[config.mk]
export PLATFORM = sky130hd
export DESIGN_NAME = slc_fifo
export DESIGN_NICKNAME = d
export VERILOG_FILES = /design/src/rtl/slc_fifo.sv
export SDC_FILE = /design/constraint.sdc
export NUM_CORES = 1
export LEC_CHECK = 0
export ABC_CLOCK_PERIOD_IN_PS = 1150
export BUFFER_PORTS_ARGS = -buffer_cell sky130_fd_sc_hd__buf_2
export CAP_MARGIN = 20
export CORE_MARGIN = 3
export CORE_UTILIZATION = 44
export CTS_CLUSTER_DIAMETER = 150
export DETAILED_ROUTE_END_ITERATION = 8
export GPL_TIMING_DRIVEN = 1
export PLACE_DENSITY = 0.72
export SETUP_SLACK_MARGIN = 0.3
export SYNTH_ARGS = -nofsm -noshare
export SYNTH_HDL_FRONTEND = slang
export SYNTH_SLANG_ARGS = --single-unit
[constraint.sdc]
create_clock -name clk -period 1.15 [get_ports clk]
set_input_delay 0.115 -clock clk [delete_from_list [all_inputs] [get_ports clk]]
set_output_delay 0.115 -clock clk [all_outputs]
set_load 0.01 [all_outputs]
[src/rtl/slc_fifo.sv]
// Small register FIFO used as the front-to-back queue and the output buffer.
// Depends on nothing outside itself.
`timescale 1ns / 1ps

module slc_fifo #(
	parameter int WIDTH = 8,
	parameter int DEPTH = 2
) (
	input  logic             clk,
	input  logic             arst_n,
	input  logic             push,
	input  logic [WIDTH-1:0] push_data,
	input  logic             pop,
	output logic [WIDTH-1:0] pop_data,
	output logic             full,
	output logic             not_empty
);
	localparam int PTRW = (DEPTH > 1) ? $clog2(DEPTH) : 1;
	localparam int CNTW = $clog2(DEPTH + 1);

	logic [WIDTH-1:0] mem_q [DEPTH];
	logic [PTRW-1:0]  wr_ptr_q;
	logic [PTRW-1:0]  rd_ptr_q;
	logic [CNTW-1:0]  count_q;

	assign full      = (count_q == CNTW'(DEPTH));
	assign not_empty = (count_q != '0);
	assign pop_data  = mem_q[rd_ptr_q];

	// Pointers and fill level.
	always_ff @(posedge clk or negedge arst_n) begin
		if (!arst_n) begin
			wr_ptr_q <= '0;
			rd_ptr_q <= '0;
			count_q  <= '0;
		end else begin
			if (push) begin
				wr_ptr_q <= (wr_ptr_q == PTRW'(DEPTH - 1)) ? '0 : wr_ptr_q + 1'b1;
			end
			if (pop) begin
				rd_ptr_q <= (rd_ptr_q == PTRW'(DEPTH - 1)) ? '0 : rd_ptr_q + 1'b1;
			end
			if (push && !pop) begin
				count_q <= count_q + 1'b1;
			end else if (!push && pop) begin
				count_q <= count_q - 1'b1;
			end
		end
	end

	// Storage.
	always_ff @(posedge clk) begin
		if (push) begin
			mem_q[wr_ptr_q] <= push_data;
		end
	end
endmodule

==> flow_metrics.py, run 1 <==
metrics = {
    "drt": {
        "routed_via_density": 4.80,
        "vias": 470,
        "first_drt_pass_iteration_count": 4,
        "wirelength_um": 1410,
        "final_antenna_net_count": 0,
        "wl_per_cell_um": 14.4,
        "drt_first_iter_violations": 4,
        "drc": 0,
    },
    "logic_synthesis": {
        "synth_top_family_by_area": "multiplexers",
        "post_synth.cell_area_avg_um2": 18.9,
        "seq_area_frac_synth": 0.751,
        "synthAdderAreaFrac": 0.0162,
        "synth_top_cell_by_area": "sky130_fd_sc_hd__edfxtp_1",
        "synth_fp_nets": 54,
        "synth-compound-area-share": 0,
        "synth-seq-cells": 20,
        "number_of_unique_standard_cell_types_used_by_synthesis": 13,
        "synth_top_area_share": 0.621,
        "post_synth_and_or_nand_nor_area_fraction": 0.0405,
        "syn_inst": 41,
        "synthesis_warning_total": 0,
        "synth_xor_area_frac": 0.0566,
        "muxShareOfSynthArea": 0.117,
        "post_synth_instance_area_um2": 773,
        "synth.area.top_cells": "sky130_fd_sc_hd__edfxtp_1 (62%), sky130_fd_sc_hd__dfrtp_1 (13%), sky130_fd_sc_hd__mux2_2 (12%)",
    },
    "placed_design": {
        "gp_congestion": 0.659,
        "dp_hpwl_um": 809,
        "dpl_cell_area_um2": 912,
        "port_buffers": 21,
    },
    "final_layout": {
        "final_nets": 96,
        "most_common_cell_after_layout_fill_and_taps_aside": "sky130_fd_sc_hd__buf_6",
        "stdcell_area_mm2": 0.00118,
        "final_layout_size_suffix_gt1_frac": 0.598,
        "antennaDiodeCount": 0,
        "area_growth_syn_to_layout_pct": 53.2,
        "final_cell_mix": "sky130_fd_sc_hd__buf_6 (20), sky130_fd_sc_hd__edfxtp_1 (16), sky130_fd_sc_hd__buf_2 (11)",
    },
    "floorplan": {
        "die-width_um": 47.9,
        "die_area_mm2": 0.00230,
        "core_mm2": 0.00158,
        "rows": 14,
        "die_h_um": 47.9,
        "number_of_top_level_pins": 22,
        "initial_core_utilization": 0.490,
    },
    "critical_path": {
        "critPathLaunchType": "flop",
        "reg_to_reg_startpoint": "rd_ptr_q$_DFFE_PN0P_",
        "cp_data_required_time_ns": 1.03,
        "regToRegEndpoint": "rd_ptr_q$_DFFE_PN0P_",
        "path_class": "flop to output pin",
        "ff2ff_setup_slack_ns": 0.04,
        "critPathMaxFanout": 5,
        "reg2regPathDepth": 5,
        "endpoint_kind": "output pin",
        "worst-endpoint-arrival_ns": 1.26,
    },
    "clocking": {
        "clock_buffer_count_from_cts": 3,
        "clk_root_buffer_cell": "sky130_fd_sc_hd__clkbuf_4",
        "ctsHtreeMaxLevel": 1,
        "cts.sink_count": 20,
        "cts_tree": "done",
        "worstSkewPairLatency_ns": 0.28,
        "clk_path_buf_depth": 2,
        "clkSlewWorstSetupHoldPaths_ns": 0.11,
    },
    "sta": {
        "final_cycle_share": 1.20,
        "timing.setup.tns_ns": -1.78,
        "transition_at_the_pin_with_the_smallest_max_transition_slack_ns": 0.266,
        "finalCriticalPeriod_ns": 1.38,
        "report.final.slew_viol_count": 0,
        "timing.fmax_mhz": 727,
        "rsz0062_at_grt": "true",
        "timing.final.hold_violations": 0,
        "worst_slack_ns": -0.226,
        "setup_viol": 10,
        "worst_clock_skew_ns": 0.00206,
        "relSlewSlack": 0.823,
    },
    "power_and_ir_drop": {
        "post-layout-total-power_mw": 2.80,
        "worst_ir_drop_vdd_uv": 1480,
        "static-leakage-power_nw": 0.507,
        "power-per-cell-area_mw_per_mm2": 2360,
    },
    "global_route": {
        "grt_pass1_wl_um": 1950,
        "grt_use_total": 0.127,
        "grt_pass1_vias": 439,
        "maximum_number_of_pins_on_one_net_before_global_route_repair": 12,
        "grt_antenna_before_repair": 0,
        "global_route_overflow": 0,
    },
    "status": {
        "status": "complete, but fails checks",
        "failed_checks": "negative setup slack",
    },
    "hold_path": {
        "worst_hold_path_startpoint": "push_data[4]",
        "min_delay_path_depth": 1,
        "hold_path.class": "input pin to flop",
        "hold_end": "mem_q[1][4]$_DFFE_PP_",
    },
    "run": {
        "drv.max_cap_violation_count": 0,
    },
}
-- critical path, cell delays in order, from the launching register on --
cell and delay [ns]:
sky130_fd_sc_hd__dfrtp_2 0.39, sky130_fd_sc_hd__buf_6 0.12, sky130_fd_sc_hd__mux2_2 0.35, sky130_fd_sc_hd__buf_6 0.12
-- state kept, by name (all words and copies together) (netlist names) --
register / flops
mem_q: 16
count_q: 2
rd_ptr_q: 1
wr_ptr_q: 1
-- cell families after synthesis --
family / after synthesis
buffers and inverters: 2
XOR/XNOR: 5
multiplexers: 8
AND/OR/NAND/NOR: 5
adder cells (fa/ha/maj): 1
flip-flops: 20
-- worst max path at each step --
stage	startpoint	end	slack, ns	cells past startpoint
2_1_floorplan	wr_ptr_q$_DFFE_PN0P_	mem_q[0][0]$_DFFE_PP_	0.22	1
4_1_cts	rd_ptr_q$_DFFE_PN0P_	pop_data[6]	-0.23	3
5_1_grt	rd_ptr_q$_DFFE_PN0P_	pop_data[2]	-0.29	3
3_3_place_gp	rd_ptr_q$_DFFE_PN0P_	pop_data[2]	-0.03	2
6_report	rd_ptr_q$_DFFE_PN0P_	pop_data[2]	-0.23	3
3_5_place_dp	rd_ptr_q$_DFFE_PN0P_	pop_data[4]	-0.05	2
-- per-layer routing --
layer	share of wire	track usage
met1	0.39	0.142
met2	0.57	0.227
met3	0.039	0.0489
met4	0	0.0269
met5	0	0
-- report_power, final --
group	switching (mW)	total, mW	internal (mW)
clock network	0.193	0.319	0.126
registers	0.0970	1.08	0.987
logic	0.479	1.39	0.914
total	0.769	2.80	2.03
-- timing repair --
action / CTS / global route
pin swaps: 5 / 4
hold buffers: 1 / 5
setup buffers: 6 / 4
endpoints found under the hold margin: 4 / 9
gates resized for setup: 21 / 4
setup endpoints to repair: 28 / 30
-- synthesized netlist by cell type --
master                     instances
sky130_fd_sc_hd__mux2_2            8
sky130_fd_sc_hd__edfxtp_1         16
sky130_fd_sc_hd__nor2_1            1
sky130_fd_sc_hd__xnor2_1           1
sky130_fd_sc_hd__inv_1             1
sky130_fd_sc_hd__xor2_1            4
sky130_fd_sc_hd__or2_2             1
sky130_fd_sc_hd__and2_1            1
sky130_fd_sc_hd__dfrtp_1           4
sky130_fd_sc_hd__and2b_2           1
sky130_fd_sc_hd__buf_6             1
sky130_fd_sc_hd__nor2b_1           1
sky130_fd_sc_hd__ha_1              1
-- metrics by stage --
stage          worst slack, ns  utilization  cells  hold WS, ns
2_1_floorplan            0.225            -     41       -0.181
3_3_place_gp           -0.0301        0.579     78      -0.0752
3_5_place_dp           -0.0515        0.579     78      -0.0721
4_1_cts                 -0.231        0.691     89      0.00251
5_1_grt                 -0.288        0.752     98      0.00185
6_report                -0.226        0.752     98       0.0162
-- final cells by class --
cell class,count,area (µm²)
sequential,20,582
fill,100,392
timing repair buffer,38,348
multi-input combinational,19,205
clock buffer,3,22.5
tap,16,20.0
clock inverter,1,3.75
inverter,1,3.75
Note: power is estimated with default switching activity, not from simulation.
==> run 2: changes to the inputs <==
- ABC_CLOCK_PERIOD_IN_PS: 1150 -> 1530
- CORE_UTILIZATION: 44 -> 48
- PLACE_DENSITY: 0.72 -> 0.75
- clock period: 1.15 -> 1.53 ns (I/O delays scaled with it)
==> flow_metrics.py, run 2 (synthesized netlist as in run 1, its figures left out) <==
metrics = {
    "clocking": {
        "clock_buffer_count_from_cts": 3,
        "clk_path_buf_depth": 2,
        "cts.sink_count": 20,
        "clk_root_buffer_cell": "sky130_fd_sc_hd__clkbuf_4",
        "worstSkewPairLatency_ns": 0.29,
        "clkSlewWorstSetupHoldPaths_ns": 0.11,
        "ctsHtreeMaxLevel": 1,
        "cts_tree": "done",
    },
    "critical_path": {
        "path_class": "flop to output pin",
        "critical_path.most_common_cell": "sky130_fd_sc_hd__buf_6",
        "worst_path_largest_cell_delay_ns": 0.43,
        "sequence_of_cells_on_the_critical_path": "buf_6 -> mux2_4 -> buf_6",
        "worst_path_max_delay_cell": "sky130_fd_sc_hd__dfrtp_2",
        "worst-endpoint-arrival_ns": 1.27,
        "endpoint_kind": "output pin",
        "critPathMaxFanout": 5,
        "critPathLaunchType": "flop",
        "cp_data_required_time_ns": 1.38,
    },
    "final_layout": {
        "largest_register_ff_count": 16,
        "area_growth_syn_to_layout_pct": 38.7,
        "stdcell_area_mm2": 0.00107,
        "final_nets": 90,
        "most_common_cell_after_layout_fill_and_taps_aside": "sky130_fd_sc_hd__edfxtp_1",
        "multi_input_gate_area_um2": 188,
        "final_cell_mix": "sky130_fd_sc_hd__edfxtp_1 (16), sky130_fd_sc_hd__buf_2 (12), sky130_fd_sc_hd__buf_6 (11)",
        "antennaDiodeCount": 0,
        "final_layout_size_suffix_gt1_frac": 0.592,
        "ff_latch_area_um2": 582,
        "fillers": 101,
        "max_flop_register": "mem_q",
        "reg_top3": "mem_q: 16 flops, count_q: 2 flops",
    },
    "floorplan": {
        "core_mm2": 0.00140,
        "die-width_um": 46.1,
        "die_area_mm2": 0.00213,
        "number_of_top_level_pins": 22,
        "die_h_um": 46.1,
        "rows": 13,
        "initial_core_utilization": 0.553,
    },
    "sta": {
        "relSlewSlack": 0.754,
        "transition_at_the_pin_with_the_smallest_max_transition_slack_ns": 0.369,
        "worst_clock_skew_ns": 0.00571,
        "timing.fmax_mhz": 701,
        "report.final.slew_viol_count": 0,
        "timing.setup.tns_ns": 0,
        "setup_viol": 0,
        "finalCriticalPeriod_ns": 1.43,
        "rsz0062_at_grt": "true",
        "timing.final.hold_violations": 0,
        "final_cycle_share": 0.933,
    },
    "drt": {
        "final_antenna_net_count": 0,
        "first_drt_pass_iteration_count": 3,
        "drt_first_iter_violations": 9,
        "drc": 0,
        "wirelength_um": 1290,
        "wl_per_cell_um": 14.2,
        "routed_via_density": 4.82,
        "vias": 439,
    },
    "global_route": {
        "maximum_number_of_pins_on_one_net_before_global_route_repair": 12,
        "grt_pass1_wl_um": 1860,
        "grt_pass1_vias": 426,
        "grt_use_total": 0.133,
        "global_route_overflow": 0,
        "grt_antenna_before_repair": 0,
    },
    "power_and_ir_drop": {
        "p_clk_frac": 0.126,
        "internal_power_mw": 1.38,
        "worst_ir_drop_vdd_uv": 1010,
        "p_seq_frac": 0.420,
        "power_frac_comb": 0.455,
        "static-leakage-power_nw": 0.458,
        "switching_share": 0.278,
        "power-per-cell-area_mw_per_mm2": 1790,
        "p_switching_mw": 0.532,
    },
    "placed_design": {
        "dp_hpwl_um": 819,
        "gp_congestion": 0.625,
        "dpl_cell_area_um2": 901,
        "port_buffers": 21,
    },
    "run": {
        "drv.max_cap_violation_count": 0,
    },
    "hold_path": {
        "hold_path.class": "input pin to flop",
    },
    "status": {
        "status": "finished clean",
    },
}
## run 2: cell count changes in the layout (fill, tap and decap cells not counted)
cell	before	now
sky130_fd_sc_hd__dlygate4sd3_1	6	1
sky130_fd_sc_hd__buf_6	20	11
sky130_fd_sc_hd__buf_4	1	8
sky130_fd_sc_hd__nor2b_1	0	1
sky130_fd_sc_hd__and2_1	0	1
sky130_fd_sc_hd__and2_4	1	0
sky130_fd_sc_hd__xnor2_2	1	0
sky130_fd_sc_hd__buf_2	11	12
sky130_fd_sc_hd__nor2b_4	1	0
sky130_fd_sc_hd__xnor2_1	0	1
## run 2: path summary, 6_finish.rpt
check / startpoint / slack (ns) / to / cells past startpoint
worst max-delay path: rd_ptr_q$_DFFE_PN0P_ / 0.10 / pop_data[2] / 3
worst min-delay path: pop / 0.04 / rd_ptr_q$_DFFE_PN0P_ / 2
worst max register to register: count_q[0]$_DFFE_PN0P_ / 0.41 / count_q[1]$_DFFE_PN0P_ / 5
worst min register to register: wr_ptr_q$_DFFE_PN0P_ / 0.49 / wr_ptr_q$_DFFE_PN0P_ / 1
max in group asynchronous: arst_n / 1.21 / rd_ptr_q$_DFFE_PN0P_ / 2
min in group asynchronous: arst_n / 0.19 / count_q[0]$_DFFE_PN0P_ / 2
## run 2: timing repair
item / CTS / global route
resized for setup: 14 / 2
pin swaps: 0 / 1
hold endpoints to repair: 4 / 0
setup buffers: 5 / 3
hold buffers: 1 / 0
setup endpoints to repair: 9 / 10
gates cloned: 0 / 0
## run 2: area by class of cell
class	instances	share of cell area
sequential	20	0.543
timing repair buffer	32	0.237
multi-input combinational	19	0.175
clock buffer	3	0.0210
tap	15	0.0175
clock inverter	1	0.00350
inverter	1	0.00350
## run 2: stage by stage
step,setup WS [ns],hold WS (ns),util,cells,power [mW]
2_1_floorplan,0.368,-0.143,-,41,1.16
3_3_place_gp,0.321,-0.0355,0.644,78,1.31
3_5_place_dp,0.293,-0.0353,0.644,78,1.33
4_1_cts,0.110,0.0396,0.745,88,1.84
5_1_grt,0.0541,0.0243,0.767,91,2.02
6_report,0.103,0.0444,0.767,91,1.92
## run 2: critical path, delay by kind of cell (launching register included)
family,cells,cell delay (ns)
buffers and inverters,2,0.26
flip-flops,1,0.43
multiplexers,1,0.30
## run 2: routing by layer
layer / wire length, µm / global-route usage / up-vias / part of all wire
li1: - / - / 217 / -
met1: 513 / 0.152 / 211 / 0.40
met3: 64 / 0.0469 / 0 / 0.050
met5: 0 / 0 / - / 0
met4: 0 / 0.0682 / 0 / 0
met2: 712 / 0.217 / 11 / 0.55
## run 2: power by group through the flow
stage          Sequential (mW)  Combinational [mW]  Clock (mW)
6_report                 0.804               0.871       0.241
4_1_cts                  0.799               0.798       0.243
5_1_grt                  0.822               0.931       0.267
3_3_place_gp             0.844               0.467           0
3_5_place_dp             0.851               0.477           0
2_1_floorplan            0.797               0.363           0
==> run 3: changes to the inputs <==
==> constraint.sdc (replaced) <==
create_clock -name clk -period 1.53 [get_ports clk]
set_input_delay 0 -clock clk [delete_from_list [all_inputs] [get_ports clk]]
set_output_delay 0 -clock clk [all_outputs]
set_load 0.01 [all_outputs]
==> flow_metrics.py, run 3 (synthesized netlist as in run 1, its figures left out) <==
metrics = {
    "status": {
        "status": "finished clean",
    },
    "final_layout": {
        "final_nets": 96,
        "fillers": 78,
        "area_growth_syn_to_layout_pct": 45.6,
        "reg_top3": "mem_q: 16 flops, count_q: 2 flops",
        "largest_register_ff_count": 16,
        "max_flop_register": "mem_q",
        "most_common_cell_after_layout_fill_and_taps_aside": "sky130_fd_sc_hd__edfxtp_1",
        "final_layout_size_suffix_gt1_frac": 0.500,
        "antennaDiodeCount": 0,
        "final_cell_mix": "sky130_fd_sc_hd__edfxtp_1 (16), sky130_fd_sc_hd__buf_2 (13), sky130_fd_sc_hd__dlygate4sd3_1 (11)",
    },
    "power_and_ir_drop": {
        "p_seq_frac": 0.448,
        "power_frac_comb": 0.418,
        "p_switching_mw": 0.501,
        "power-per-cell-area_mw_per_mm2": 1600,
        "switching_share": 0.277,
        "internal_power_mw": 1.31,
        "worst_ir_drop_vdd_uv": 1000,
        "p_clk_frac": 0.134,
        "static-leakage-power_nw": 0.468,
    },
    "drt": {
        "wirelength_um": 1290,
        "wl_per_cell_um": 13.3,
        "vias": 456,
        "final_antenna_net_count": 0,
        "first_drt_pass_iteration_count": 4,
        "drt_first_iter_violations": 11,
        "drc": 0,
        "routed_via_density": 4.70,
    },
    "placed_design": {
        "dp_hpwl_um": 773,
        "gp_congestion": 0.658,
        "placement.setup.worst_slack_ns": 0.418,
        "port_buffers": 21,
    },
    "sta": {
        "transition_at_the_pin_with_the_smallest_max_transition_slack_ns": 0.361,
        "rsz0062_at_grt": "true",
        "timing.fmax_mhz": 785,
        "worst_slack_ns": 0.256,
        "timing.setup.tns_ns": 0,
        "final_cycle_share": 0.833,
        "timing.final.hold_violations": 0,
        "finalCriticalPeriod_ns": 1.27,
        "relSlewSlack": 0.759,
        "setup_viol": 0,
        "report.final.slew_viol_count": 0,
        "worst_clock_skew_ns": 0.00296,
    },
    "critical_path": {
        "sequence_of_cells_on_the_critical_path": "buf_6 -> mux2_2 -> buf_6",
        "critPathMaxFanout": 5,
        "path_class": "flop to output pin",
        "crit_family": "flip-flops",
        "endpoint_kind": "output pin",
        "reg2regPathDepth": 1,
        "critPathLaunchType": "flop",
        "critical_path.most_common_cell": "sky130_fd_sc_hd__buf_6",
        "worst-path-buf-inv": 2,
        "regToRegEndpoint": "mem_q[1][4]$_DFFE_PP_",
        "worst-endpoint-arrival_ns": 1.27,
        "worst_path_max_delay_cell": "sky130_fd_sc_hd__dfrtp_2",
        "reg_to_reg_startpoint": "wr_ptr_q$_DFFE_PN0P_",
        "ff2ff_setup_slack_ns": 0.46,
        "cp_data_required_time_ns": 1.53,
        "worst_path_largest_cell_delay_ns": 0.39,
    },
    "hold_path": {
        "hold_path.class": "input pin to async pin",
    },
    "global_route": {
        "grt_antenna_before_repair": 0,
        "grt_pass1_vias": 454,
        "maximum_number_of_pins_on_one_net_before_global_route_repair": 12,
        "grt_pass1_wl_um": 1930,
        "grt_use_total": 0.136,
        "global_route_overflow": 0,
    },
    "clocking": {
        "cts.sink_count": 20,
        "clock_buffer_count_from_cts": 3,
        "ctsHtreeMaxLevel": 1,
        "clk_path_buf_depth": 2,
        "cts_tree": "done",
        "worstSkewPairLatency_ns": 0.28,
        "clk_root_buffer_cell": "sky130_fd_sc_hd__clkbuf_4",
        "clkSlewWorstSetupHoldPaths_ns": 0.10,
    },
    "floorplan": {
        "number_of_top_level_pins": 22,
        "core_mm2": 0.00140,
        "rows": 13,
        "die-width_um": 46.1,
        "initial_core_utilization": 0.553,
        "die_area_mm2": 0.00213,
        "die_h_um": 46.1,
    },
    "run": {
        "drv.max_cap_violation_count": 0,
    },
}
run 3: changes by cell type in the layout (fill, tap and decap cells not counted), moves of 2 or more:
cell	change
sky130_fd_sc_hd__dlygate4sd3_1	+10
sky130_fd_sc_hd__buf_4	-4
sky130_fd_sc_hd__mux2_2	+2
sky130_fd_sc_hd__mux2_4	-2
run 3: power groups by stage:
stage	combinational, mW	sequential, mW	clock [mW]
after floorplan	0.363	0.797	0
after global placement	0.464	0.847	0
after detailed placement	0.477	0.856	0
after CTS	0.734	0.806	0.254
after global routing	0.810	0.824	0.267
final	0.754	0.809	0.242
run 3: routing by layer:
layer  global-route usage  share of wire
met5                    0              0
met4               0.0852         0.0070
met3               0.0234          0.031
met2                0.228           0.51
met1                0.158           0.46
run 3: what timing repair did:
action                     CTS  global route
hold buffers                11             0
resized for setup           11             2
buffers inserted             4             0
setup endpoints to repair    8             8
hold endpoints to repair    22             0
run 3: final cells by class:
| cell class | instances | area, µm² | area share |
|---|---|---|---|
| clock buffers | 4 | 26.3 | 0.0233 |
| inverters | 1 | 3.75 | 0.00333 |
| multi-input cells | 19 | 178 | 0.158 |
| flip-flops and latches | 20 | 582 | 0.517 |
| well taps | 15 | 18.8 | 0.0167 |
| repair buffers | 38 | 318 | 0.282 |
run 3: through the flow:
step | std cells | instance area [µm²] | hold WS (ns) | utilization | total power [mW]
2_1_floorplan | 41 | 773 | -0.296 | - | 1.16
3_3_place_gp | 78 | 901 | -0.191 | 0.644 | 1.31
4_1_cts | 97 | 1110 | 0.0290 | 0.796 | 1.79
5_1_grt | 97 | 1130 | 0.0535 | 0.805 | 1.90
6_report | 97 | 1130 | 0.0365 | 0.805 | 1.81
3_5_place_dp | 78 | 901 | -0.191 | 0.644 | 1.33
run 3: worst max path at each step:
stage	slack [ns]	cells past startpoint	startpoint	to
floorplan	0.37	1	wr_ptr_q$_DFFE_PN0P_	mem_q[0][0]$_DFFE_PP_
global placement	0.46	2	rd_ptr_q$_DFFE_PN0P_	pop_data[2]
detailed placement	0.42	2	rd_ptr_q$_DFFE_PN0P_	pop_data[2]
CTS	0.26	3	rd_ptr_q$_DFFE_PN0P_	pop_data[2]
global route	0.23	3	rd_ptr_q$_DFFE_PN0P_	pop_data[2]
finish	0.26	3	rd_ptr_q$_DFFE_PN0P_	pop_data[2]
